<file path="src/mjs_pkg.sv">
package mjs_pkg;

   typedef enum logic [2:0] {
      ACT_NEWJOB    = 3'd0,
      ACT_FINISH    = 3'd1,
      ACT_INTERRUPT = 3'd2,
      ACT_BLOCK     = 3'd3,
      ACT_UNBLOCK   = 3'd4,
      ACT_EPOCH     = 3'd5
   } action_type;

   typedef enum logic [1:0] {
      STS_OK      = 2'd0,
      STS_IDLE    = 2'd1,
      STS_NOTBLK  = 2'd2,
      STS_FULL    = 2'd3
   } status_type;

   typedef enum logic [3:0] {
      ST_IDLE,
      ST_NEW_PUSH,
      ST_PICK_RD,
      ST_PICK_WB,
      ST_INT_PUSH,
      ST_BLK_WR,
      ST_SCAN_RD,
      ST_SCAN_CMP,
      ST_SHIFT_RD,
      ST_SHIFT_WR,
      ST_UB_END,
      ST_EP_CHK,
      ST_EP_WR,
      ST_EP_PRIO,
      ST_BE_CLR,
      ST_DONE
   } state_type;

   typedef enum logic [3:0] {
      OP_NONE,
      OP_LATCH,
      OP_PUSH_NEW,
      OP_PICK_RD,
      OP_PICK_WB,
      OP_PUSH_DEMOTE,
      OP_BLOCK_RUN,
      OP_SCAN_CMP,
      OP_SHIFT_RD,
      OP_SHIFT_WR,
      OP_UB_END,
      OP_EP_RD,
      OP_EP_WR,
      OP_EP_PRIO,
      OP_BE_CLR,
      OP_RSP_LOAD
   } op_type;

   typedef struct packed {
      logic [2:0] action;
      logic [7:0] job_id;
   } req_type;

   typedef struct packed {
      logic [1:0] status;
      logic       idle;
      logic [7:0] running_job;
      logic [1:0] running_level;
      logic [4:0] ready_total;
      logic [4:0] blocked_total;
   } rsp_type;

   typedef struct packed {
      op_type     op;
      status_type status;
   } ctl_cmd_type;

   typedef struct packed {
      logic idle;
      logic full;
      logic bc_zero;
      logic any_ready;
      logic match;
      logic scan_last;
      logic shift_more;
      logic ep_any;
      logic be_done;
      logic rsp_hold;
   } ctl_stat_type;

endpackage

</file>
<file path="src/mjs_ctrl.sv">
module mjs_ctrl
   import mjs_pkg::*;
(
   input  logic         clock,
   input  logic         reset,
   input  logic         req_valid,
   input  logic [2:0]   req_action,
   input  ctl_stat_type stat,
   output logic         req_stall,
   output ctl_cmd_type  cmd
);

   state_type  state_ff, state_in;
   status_type status_ff, status_in;

   always_ff @(posedge clock) begin
      if (reset) begin
         state_ff  <= ST_IDLE;
         status_ff <= STS_OK;
      end else begin
         state_ff  <= state_in;
         status_ff <= status_in;
      end
   end

   always_comb begin
      state_in   = state_ff;
      status_in  = status_ff;
      cmd.op     = OP_NONE;
      cmd.status = status_ff;
      req_stall  = 1'b1;
      case (state_ff)
         ST_IDLE: begin
            req_stall = 1'b0;
            if (req_valid) begin
               cmd.op    = OP_LATCH;
               status_in = STS_OK;
               case (req_action)
                  ACT_NEWJOB: begin
                     if (stat.full) begin
                        status_in = STS_FULL;
                        state_in  = ST_DONE;
                     end else begin
                        state_in = ST_NEW_PUSH;
                     end
                  end
                  ACT_FINISH, ACT_INTERRUPT, ACT_BLOCK: begin
                     if (stat.idle) begin
                        status_in = STS_IDLE;
                        state_in  = ST_DONE;
                     end else if (req_action == ACT_FINISH) begin
                        state_in = ST_PICK_RD;
                     end else if (req_action == ACT_INTERRUPT) begin
                        state_in = ST_INT_PUSH;
                     end else begin
                        state_in = ST_BLK_WR;
                     end
                  end
                  ACT_UNBLOCK: begin
                     if (stat.bc_zero) begin
                        status_in = STS_NOTBLK;
                        state_in  = ST_DONE;
                     end else begin
                        state_in = ST_SCAN_RD;
                     end
                  end
                  ACT_EPOCH: state_in = ST_EP_CHK;
                  default:   state_in = ST_DONE;
               endcase
            end
         end
         ST_NEW_PUSH: begin
            cmd.op   = OP_PUSH_NEW;
            state_in = stat.idle ? ST_PICK_RD : ST_DONE;
         end
         ST_PICK_RD: begin
            cmd.op   = OP_PICK_RD;
            state_in = stat.any_ready ? ST_PICK_WB : ST_DONE;
         end
         ST_PICK_WB: begin
            cmd.op   = OP_PICK_WB;
            state_in = ST_DONE;
         end
         ST_INT_PUSH: begin
            cmd.op   = OP_PUSH_DEMOTE;
            state_in = ST_PICK_RD;
         end
         ST_BLK_WR: begin
            cmd.op   = OP_BLOCK_RUN;
            state_in = ST_PICK_RD;
         end
         ST_SCAN_RD: begin
            state_in = ST_SCAN_CMP;
         end
         ST_SCAN_CMP: begin
            cmd.op = OP_SCAN_CMP;
            if (stat.match) begin
               state_in = stat.scan_last ? ST_UB_END : ST_SHIFT_RD;
            end else if (stat.scan_last) begin
               status_in = STS_NOTBLK;
               state_in  = ST_DONE;
            end else begin
               state_in = ST_SCAN_RD;
            end
         end
         ST_SHIFT_RD: begin
            cmd.op   = OP_SHIFT_RD;
            state_in = ST_SHIFT_WR;
         end
         ST_SHIFT_WR: begin
            cmd.op   = OP_SHIFT_WR;
            state_in = stat.shift_more ? ST_SHIFT_RD : ST_UB_END;
         end
         ST_UB_END: begin
            cmd.op   = OP_UB_END;
            state_in = ST_PICK_RD;
         end
         ST_EP_CHK: begin
            if (stat.ep_any) begin
               cmd.op   = OP_EP_RD;
               state_in = ST_EP_WR;
            end else begin
               state_in = ST_EP_PRIO;
            end
         end
         ST_EP_WR: begin
            cmd.op   = OP_EP_WR;
            state_in = ST_EP_CHK;
         end
         ST_EP_PRIO: begin
            cmd.op   = OP_EP_PRIO;
            state_in = ST_BE_CLR;
         end
         ST_BE_CLR: begin
            if (stat.be_done) begin
               state_in = ST_DONE;
            end else begin
               cmd.op = OP_BE_CLR;
            end
         end
         ST_DONE: begin
            if (!stat.rsp_hold) begin
               cmd.op   = OP_RSP_LOAD;
               state_in = ST_IDLE;
            end
         end
         default: state_in = ST_IDLE;
      endcase
   end

endmodule

</file>
<file path="src/mjs_dpath.sv">
module mjs_dpath
   import mjs_pkg::*;
#(
   parameter int NUM_LEVELS = 4,
   parameter int MAX_JOBS   = 16,
   parameter int ID_WIDTH   = 8
) (
   input  logic         clock,
   input  logic         reset,
   input  logic [7:0]   req_job_id,
   input  ctl_cmd_type  cmd,
   input  logic         rsp_stall,
   output ctl_stat_type stat,
   output logic         rsp_valid,
   output rsp_type      rsp_data
);

   localparam int CW = $clog2(MAX_JOBS + 1);
   localparam int PW = (MAX_JOBS > 2) ? $clog2(MAX_JOBS) : 1;
   localparam int LW = $clog2(NUM_LEVELS);
   localparam logic [LW-1:0] LAST_LVL = LW'(NUM_LEVELS - 1);
   localparam logic [PW-1:0] LAST_POS = PW'(MAX_JOBS - 1);
   localparam logic [CW:0]   MAX_W    = (CW + 1)'(MAX_JOBS);

   logic [ID_WIDTH-1:0] rq_mem  [NUM_LEVELS][MAX_JOBS];
   logic [ID_WIDTH-1:0] bid_mem [MAX_JOBS];
   logic [LW-1:0]       blvl_mem [MAX_JOBS];

   logic [PW-1:0]       head_ff [NUM_LEVELS];
   logic [PW-1:0]       head_in [NUM_LEVELS];
   logic [CW-1:0]       cnt_ff  [NUM_LEVELS];
   logic [CW-1:0]       cnt_in  [NUM_LEVELS];
   logic [CW-1:0]       total_ff, total_in;
   logic [CW-1:0]       bc_ff, bc_in;
   logic [CW-1:0]       idx_ff, idx_in;
   logic [ID_WIDTH-1:0] id_ff, id_in;
   logic [ID_WIDTH-1:0] run_id_ff, run_id_in;
   logic [LW-1:0]       prio_ff, prio_in;
   logic                idle_ff, idle_in;
   logic                rsp_valid_ff, rsp_valid_in;
   rsp_type             rsp_ff, rsp_in;

   logic [ID_WIDTH-1:0] rq_rd_ff;
   logic [ID_WIDTH-1:0] bid_rd_ff;
   logic [LW-1:0]       blvl_rd_ff;

   logic [LW-1:0]       sel_lvl, ep_lvl, rlvl, wlvl, plvl, demote_lvl;
   logic                any_ready, ep_any;
   logic                push, pop;
   logic [ID_WIDTH-1:0] wdata;
   logic [CW:0]         tail_sum;
   logic [PW-1:0]       tail_pos;
   logic                b_we, bl_we;
   logic [PW-1:0]       b_waddr, b_raddr;
   logic [ID_WIDTH-1:0] b_wid;
   logic [LW-1:0]       b_wlvl;
   logic [CW-1:0]       idx_p1;
   logic [CW:0]         idx_p2;

   // first non-empty level overall and among the lower levels
   always_comb begin
      sel_lvl   = '0;
      ep_lvl    = '0;
      any_ready = 1'b0;
      ep_any    = 1'b0;
      for (int l = NUM_LEVELS - 1; l >= 0; l--) begin
         if (cnt_ff[l] != '0) begin
            sel_lvl   = LW'(l);
            any_ready = 1'b1;
            if (l > 0) begin
               ep_lvl = LW'(l);
               ep_any = 1'b1;
            end
         end
      end
   end

   assign rlvl       = (cmd.op == OP_EP_RD || cmd.op == OP_EP_WR) ? ep_lvl : sel_lvl;
   assign demote_lvl = (prio_ff == LAST_LVL) ? prio_ff : prio_ff + 1'b1;
   assign idx_p1     = idx_ff + 1'b1;
   assign idx_p2     = {1'b0, idx_ff} + (CW + 1)'(2);

   always_comb begin
      push  = 1'b0;
      pop   = 1'b0;
      wlvl  = '0;
      plvl  = rlvl;
      wdata = id_ff;
      case (cmd.op)
         OP_PUSH_NEW: push = 1'b1;
         OP_PICK_WB:  pop  = 1'b1;
         OP_PUSH_DEMOTE: begin
            push  = 1'b1;
            wlvl  = demote_lvl;
            wdata = run_id_ff;
         end
         OP_SCAN_CMP: begin
            push  = (bid_rd_ff == id_ff);
            wlvl  = blvl_rd_ff;
            wdata = bid_rd_ff;
         end
         OP_UB_END: begin
            push  = !idle_ff;
            wlvl  = prio_ff;
            wdata = run_id_ff;
         end
         OP_EP_WR: begin
            push  = 1'b1;
            pop   = 1'b1;
            wdata = rq_rd_ff;
         end
         default: ;
      endcase
   end

   assign tail_sum = (CW + 1)'(head_ff[wlvl]) + (CW + 1)'(cnt_ff[wlvl]);
   assign tail_pos = (tail_sum >= MAX_W) ? PW'(tail_sum - MAX_W) : PW'(tail_sum);

   always_ff @(posedge clock) begin
      if (push) begin
         rq_mem[wlvl][tail_pos] <= wdata;
      end
      rq_rd_ff <= rq_mem[rlvl][head_ff[rlvl]];
   end

   always_comb begin
      b_we    = 1'b0;
      bl_we   = 1'b0;
      b_waddr = idx_ff[PW-1:0];
      b_wid   = bid_rd_ff;
      b_wlvl  = blvl_rd_ff;
      b_raddr = (cmd.op == OP_SHIFT_RD) ? idx_p1[PW-1:0] : idx_ff[PW-1:0];
      case (cmd.op)
         OP_BLOCK_RUN: begin
            b_we    = 1'b1;
            bl_we   = 1'b1;
            b_waddr = bc_ff[PW-1:0];
            b_wid   = run_id_ff;
            b_wlvl  = prio_ff;
         end
         OP_SHIFT_WR: begin
            b_we  = 1'b1;
            bl_we = 1'b1;
         end
         OP_BE_CLR: begin
            bl_we  = 1'b1;
            b_wlvl = '0;
         end
         default: ;
      endcase
   end

   always_ff @(posedge clock) begin
      if (b_we) begin
         bid_mem[b_waddr] <= b_wid;
      end
      if (bl_we) begin
         blvl_mem[b_waddr] <= b_wlvl;
      end
      bid_rd_ff  <= bid_mem[b_raddr];
      blvl_rd_ff <= blvl_mem[b_raddr];
   end

   always_comb begin
      for (int l = 0; l < NUM_LEVELS; l++) begin
         cnt_in[l]  = cnt_ff[l];
         head_in[l] = head_ff[l];
         if (push && wlvl == LW'(l)) begin
            cnt_in[l] = cnt_in[l] + 1'b1;
         end
         if (pop && plvl == LW'(l)) begin
            cnt_in[l]  = cnt_in[l] - 1'b1;
            head_in[l] = (head_ff[l] == LAST_POS) ? '0 : head_ff[l] + 1'b1;
         end
      end
      total_in = total_ff + CW'(push) - CW'(pop);
   end

   always_comb begin
      bc_in        = bc_ff;
      idx_in       = idx_ff;
      id_in        = id_ff;
      run_id_in    = run_id_ff;
      prio_in      = prio_ff;
      idle_in      = idle_ff;
      rsp_in       = rsp_ff;
      rsp_valid_in = rsp_valid_ff && rsp_stall;
      case (cmd.op)
         OP_LATCH: begin
            id_in  = ID_WIDTH'(req_job_id);
            idx_in = '0;
         end
         OP_PICK_RD: begin
            if (!any_ready) begin
               idle_in   = 1'b1;
               run_id_in = '0;
               prio_in   = '0;
            end
         end
         OP_PICK_WB: begin
            run_id_in = rq_rd_ff;
            prio_in   = sel_lvl;
            idle_in   = 1'b0;
         end
         OP_PUSH_DEMOTE: prio_in = demote_lvl;
         OP_BLOCK_RUN:   bc_in   = bc_ff + 1'b1;
         OP_SCAN_CMP: begin
            if (bid_rd_ff != id_ff) begin
               idx_in = idx_p1;
            end
         end
         OP_SHIFT_WR: idx_in = idx_p1;
         OP_UB_END:   bc_in  = bc_ff - 1'b1;
         OP_EP_PRIO: begin
            prio_in = '0;
            idx_in  = '0;
         end
         OP_BE_CLR: idx_in = idx_p1;
         OP_RSP_LOAD: begin
            rsp_valid_in         = 1'b1;
            rsp_in.status        = cmd.status;
            rsp_in.idle          = idle_ff;
            rsp_in.running_job   = 8'(run_id_ff);
            rsp_in.running_level = 2'(prio_ff);
            rsp_in.ready_total   = 5'(total_ff);
            rsp_in.blocked_total = 5'(bc_ff);
         end
         default: ;
      endcase
   end

   always_ff @(posedge clock) begin
      if (reset) begin
         for (int l = 0; l < NUM_LEVELS; l++) begin
            head_ff[l] <= '0;
            cnt_ff[l]  <= '0;
         end
         total_ff     <= '0;
         bc_ff        <= '0;
         idx_ff       <= '0;
         run_id_ff    <= '0;
         prio_ff      <= '0;
         idle_ff      <= 1'b1;
         rsp_valid_ff <= 1'b0;
      end else begin
         for (int l = 0; l < NUM_LEVELS; l++) begin
            head_ff[l] <= head_in[l];
            cnt_ff[l]  <= cnt_in[l];
         end
         total_ff     <= total_in;
         bc_ff        <= bc_in;
         idx_ff       <= idx_in;
         run_id_ff    <= run_id_in;
         prio_ff      <= prio_in;
         idle_ff      <= idle_in;
         rsp_valid_ff <= rsp_valid_in;
      end
   end

   always_ff @(posedge clock) begin
      id_ff  <= id_in;
      rsp_ff <= rsp_in;
   end

   always_comb begin
      stat.idle       = idle_ff;
      stat.full       = ({1'b0, total_ff} + {1'b0, bc_ff} + (CW + 1)'(!idle_ff)) >= MAX_W;
      stat.bc_zero    = (bc_ff == '0);
      stat.any_ready  = any_ready;
      stat.match      = (bid_rd_ff == id_ff);
      stat.scan_last  = (idx_p1 == bc_ff);
      stat.shift_more = (idx_p2 < {1'b0, bc_ff});
      stat.ep_any     = ep_any;
      stat.be_done    = (idx_ff == bc_ff);
      stat.rsp_hold   = rsp_valid_ff && rsp_stall;
   end

   assign rsp_valid = rsp_valid_ff;
   assign rsp_data  = rsp_ff;

`ifndef ASSERT_OFF
   a_idle_clear: assert property (@(posedge clock) disable iff (reset)
      idle_ff |-> (run_id_ff == '0 && prio_ff == '0))
      else $error("idle with running job state");

   // one extra job while a requeued job waits for the next pick
   a_job_bound: assert property (@(posedge clock) disable iff (reset)
      ({1'b0, total_ff} + {1'b0, bc_ff} + (CW + 1)'(!idle_ff)) <= (MAX_W + 1'b1))
      else $error("job count above table size");

   a_shift_range: assert property (@(posedge clock) disable iff (reset)
      (cmd.op == OP_SHIFT_RD) |-> ({1'b0, idx_p1} < {1'b0, bc_ff}))
      else $error("blocked list shift past end");
`endif

endmodule

</file>
<file path="src/mlfq_job_scheduler.sv">
// unblock: scans the blocked list, shifts later entries down, requeues the running job
// epoch: moves lower-level jobs to level 0 and resets every blocked entry to level 0
// one transaction at a time; ready and blocked stores: one read, one write port each
// reset: synchronous, all queues empty, no job running, no memory clearing pass
module mlfq_job_scheduler
   import mjs_pkg::*;
#(
   parameter int NUM_LEVELS = 4,
   parameter int MAX_JOBS   = 16,
   parameter int ID_WIDTH   = 8
) (
   input  logic    clock,
   input  logic    reset,
   input  logic    req_valid,
   output logic    req_stall,
   input  req_type req_data,
   output logic    rsp_valid,
   input  logic    rsp_stall,
   output rsp_type rsp_data
);

   ctl_cmd_type  cmd;
   ctl_stat_type stat;

   mjs_ctrl u_ctrl (
      .clock      (clock),
      .reset      (reset),
      .req_valid  (req_valid),
      .req_action (req_data.action),
      .stat       (stat),
      .req_stall  (req_stall),
      .cmd        (cmd)
   );

   mjs_dpath #(
      .NUM_LEVELS (NUM_LEVELS),
      .MAX_JOBS   (MAX_JOBS),
      .ID_WIDTH   (ID_WIDTH)
   ) u_dpath (
      .clock      (clock),
      .reset      (reset),
      .req_job_id (req_data.job_id),
      .cmd        (cmd),
      .rsp_stall  (rsp_stall),
      .stat       (stat),
      .rsp_valid  (rsp_valid),
      .rsp_data   (rsp_data)
   );

endmodule
</file>
<file path="config.mk">
export PLATFORM = sky130hd
export DESIGN_NAME = mlfq_job_scheduler
export DESIGN_NICKNAME = d
export VERILOG_FILES = /design/src/mjs_pkg.sv /design/src/mjs_ctrl.sv /design/src/mjs_dpath.sv /design/src/mlfq_job_scheduler.sv
export SDC_FILE = /design/constraint.sdc
export NUM_CORES = 1
export LEC_CHECK = 0
export BUFFER_PORTS_ARGS = -buffer_cell sky130_fd_sc_hd__buf_2
export CAP_MARGIN = 0
export CELL_PAD_IN_SITES_DETAIL_PLACEMENT = 1
export CELL_PAD_IN_SITES_GLOBAL_PLACEMENT = 1
export CORE_UTILIZATION = 57
export DETAILED_ROUTE_END_ITERATION = 8
export PLACE_DENSITY = 0.81
export SLEW_MARGIN = 20
export SYNTH_ARGS = -nofsm -noshare
export SYNTH_HDL_FRONTEND = slang
export SYNTH_HIERARCHICAL = 1
export SYNTH_SLANG_ARGS = --single-unit
</file>
<file path="constraint.sdc">
create_clock -name clock -period 16.5 [get_ports clock]
set_clock_uncertainty 0.05 [all_clocks]
set_input_delay 4.95 -clock clock [delete_from_list [all_inputs] [get_ports clock]]
set_output_delay 4.95 -clock clock [all_outputs]
set_load 0.02 [all_outputs]
</file>
==> results.md <==
- DR DRC count: 0
- Vias per cell: 6.96
- Register-to-register setup slack: around 8.7 ns
- Multi-input logic area: about 9500 sq um
- Top delay family on crit path: simple AND/OR/NAND/NOR gates
- Worst-path clk slew: 0.06 ns
- Tot GR Track Use: 0.338
- Worst hold-check path type: flip-flop to flip-flop
- Fin. Hold Viols: 0
- CP Class: primary input to flip-flop
- Cell repeated most along the worst path: nor2_1
- Synth Net Count: 2356
- Clk Latency, worst-skew pair: 0.65 ns
- Number of routed nets with antenna violations: 0
- Total grt overflow: 0
- Worst-path fanout max: 18
- CP Buf/Inv Count: 1
- Core Region: ~57000 sq um
- Resize count post-CTS: 0
- Slew margin rel.: 0.282
- Status: completed
- Fin crit period: 10.60 ns
- Async S/R FF share, synth: 0
- Cell Chain, Critical Path: buf_2 > nor4b_1 > a31oi_1 > nor2_1 > a311o_1 > and4bb_2 > o21ai_0 > and2_1 > mux2_2 > nor2_1 > a21oi_1 > ha_1 > a21o_1 > a21oi_1 > xnor2_1 > xnor2_1 > nand3_1 > nor2_1
- Maximum vdd drop: ~0.21 mV
- Critical-path top delay cell: nor2_1
- Chip height: between 200 and 250 um
- Area leader, netlist: edfxtp_1
- Vias in the first global route: 22272
- Global-route wire length before repair: 147000 um
- Total die area: 58800 sq um
- Hold buffer count at CTS: 0
- Power Density: between 150 and 200 nW/um^2
- Fillers: 5189
- Synth area leaders: edfxtp_1, dfxtp_1, mux4_2
- CTS Sinks: 790
- Synth Area per Inst: 14.3 sq um
- Max Freq: ~94 MHz
- H-tree levels: 3
- Sequential share of the synthesized area: 0.693
- GPL Wtd Cong: 0.904
- CTS Buf Count: 79
- Die width: ~240 um
- Post-Syn Area: about 33000 sq um
- Post-synth top area share: 0.640
- Top_reg_cell synth: edfxtp_1
- Most frequent cells in the layout: edfxtp_1, nand2_1, nor2_1
- Ys Warns: 6
- TritonCTS clock tree: built
- Share of cells above drive strength 1: 0.126
- Leak pwr: roughly 12 nW
- Area grow syn2layout: 10.6%
- IO buf count: 39
- Post-synthesis register bit count: 790
- EDFF count, synth: 703
- I/O Pins: 40
- Postcts setup bufs: 0
- Finished Layout Cells: 3141
- Initial antenna violation count: 0
- Critical path arrival: around 11 ns
- Final setup viols: 0
- Data required time of the worst path: roughly 17 ns
- First drt pass iteration count: 7
- Root cell of the clock tree: clkbuf_16
- Starting DRT DRC Count: between 2000 and 3000
- Initial cell density of the core: 0.581
- Final Max Slew Viols: 0
- Post-synthesis instance total: about 2300
- Layout Nets: approximately 2400
- Final worst-path cycle share: 0.643
- Avg WL per Cell: 31.4 um
- Placed Instances: ~3000
- Distinct cell type count after synthesis: between 80 and 90
- Setup TNS: 0 ns
- Pin count of the biggest net entering global routing: 70
- Critical path's largest stage delay: ~0.84 ns
- Startpoint types: primary input
- Tightest Pin Transition: around 1.1 ns
- HPWL Detailed: 60200 um
- Routed via count: between 20000 and 25000
- Crit. End Element: flip-flop
- FF/Latch Area: roughly 23000 sq um
- Most common cell after layout, fill and taps aside: edfxtp_1
- Maximum buffer depth of the clock tree: 3
- Row count: 87
- Unrepaired setup endpoints after global routing: no
- Final wirelength: 98800 um
- Max_cap viols: 0
- Ant diodes: 0
## area by class of cell
class                      instances  share of cell area
clock inverter                    42              0.0136
multi-input combinational       1336               0.260
sequential                       790               0.626
clock buffer                     104              0.0576
inverter                          41             0.00422
timing repair buffer              72              0.0121
tap                              756              0.0259
## sequential cells by signal, indices dropped and copies added, names as in the netlist
register	count
u_dpath/total_ff	5
u_dpath/head_ff	16
u_ctrl/state_ff	4
u_dpath/bid_rd_ff	8
u_ctrl/status_ff	2
u_dpath/prio_ff	2
u_dpath/rsp_valid	1
u_dpath/run_id_ff	8
u_dpath/cnt_ff	20
u_dpath/rsp_data	23
u_dpath/rq_mem	512
u_dpath/blvl_mem	32
u_dpath/blvl_rd_ff	2
u_dpath/bc_ff	5
u_dpath/bid_mem	128
u_dpath/rq_rd_ff	8
u_dpath/idle_ff	1
u_dpath/id_ff	8
u_dpath/idx_ff	5
## cell usage after synthesis, types with 7 or more instances
| master | n |
|---|---|
| a211oi_1 | 15 |
| a21o_1 | 7 |
| a21oi_1 | 112 |
| a221oi_1 | 77 |
| a222oi_1 | 27 |
| a22o_1 | 21 |
| a22oi_1 | 42 |
| a31oi_1 | 20 |
| and3_1 | 9 |
| buf_1 | 7 |
| buf_2 | 36 |
| clkbuf_1 | 83 |
| dfxtp_1 | 87 |
| edfxtp_1 | 703 |
| ha_1 | 39 |
| inv_1 | 39 |
| mux2_2 | 16 |
| mux2i_1 | 68 |
| mux4_2 | 50 |
| nand2_1 | 209 |
| nand2b_1 | 15 |
| nand3_1 | 41 |
| nand4_1 | 11 |
| nor2_1 | 191 |
| nor2b_1 | 11 |
| nor3_1 | 47 |
| nor4_1 | 36 |
| o211ai_1 | 8 |
| o21a_1 | 9 |
| o21ai_0 | 42 |
| o22ai_1 | 30 |
| xnor2_1 | 42 |
| xor2_1 | 27 |
## logic make-up (layout without fill, tap and decap cells)
group	Yosys count	in the layout	share of synthesized area
flip-flops	790	790	0.693
AND/OR/NAND/NOR	627	627	0.0897
AO/OA/AOI/OAI	464	464	0.101
buffers and inverters	173	259	0.0220
multiplexers	134	134	0.0602
XOR/XNOR	69	69	0.0183
adder cells (fa/ha/maj)	42	42	0.0166
## power by group
group          internal [mW]  switching [mW]  total [mW]
clock network           1.03           0.782        1.82
logic                  0.614            1.63        2.25
registers               2.72           0.126        2.84
## final timing paths
path / endpoint / depth (start not counted) / start
hold / removal: u_dpath/rsp_data[22] / 0 / u_ctrl/status_ff[1]
hold reg to reg: u_dpath/rsp_data[22] / 0 / u_ctrl/status_ff[1]
setup reg to reg: u_dpath/rq_mem[0][20] / 21 / u_dpath/cnt_ff[2][0]
setup / recovery: u_dpath/rq_mem[0][20] / 18 / req_valid
## stage by stage
stage | util | power (mW) | cell area, sq um | setup WS [ns] | hold WS, ns
floorplan | - | 4.17 | 33000 | 6.97 | 0.352
global placement | 0.596 | 4.93 | 33900 | 5.76 | 0.379
detailed placement | 0.596 | 5.04 | 33900 | 5.51 | 0.391
CTS | 0.642 | 6.88 | 36500 | 6.01 | 0.406
global route | 0.642 | 7.09 | 36500 | 5.63 | 0.416
finish | 0.642 | 6.91 | 36500 | 5.90 | 0.401
## per-layer routing
metal	global-route usage	up-vias	part of all wire
met5	0	-	0
met4	0.138	0	0.043
met3	0.0559	288	0.084
met2	0.539	1346	0.48
met1	0.466	11172	0.40
li1	-	9044	-
## worst reg2reg max path, stage by stage, from the launching register on
cell and delay, ns:
dfxtp_1 0.35, inv_1 0.14, ha_1 0.20, nor4b_4 0.58, and3_2 0.38, inv_2 0.11
a31oi_1 0.19, nor2_1 0.05, a311o_1 0.57, and4bb_2 0.38, o21ai_0 0.15, and2_1 0.69
mux2_2 0.42, nor2_1 0.09, a21oi_1 0.10, ha_1 0.36, a21o_1 0.16, a21oi_1 0.18
xnor2_1 0.10, xnor2_1 0.62, nand3_1 0.70, nor2_1 0.84
Power figures use the tool's default switching activity.
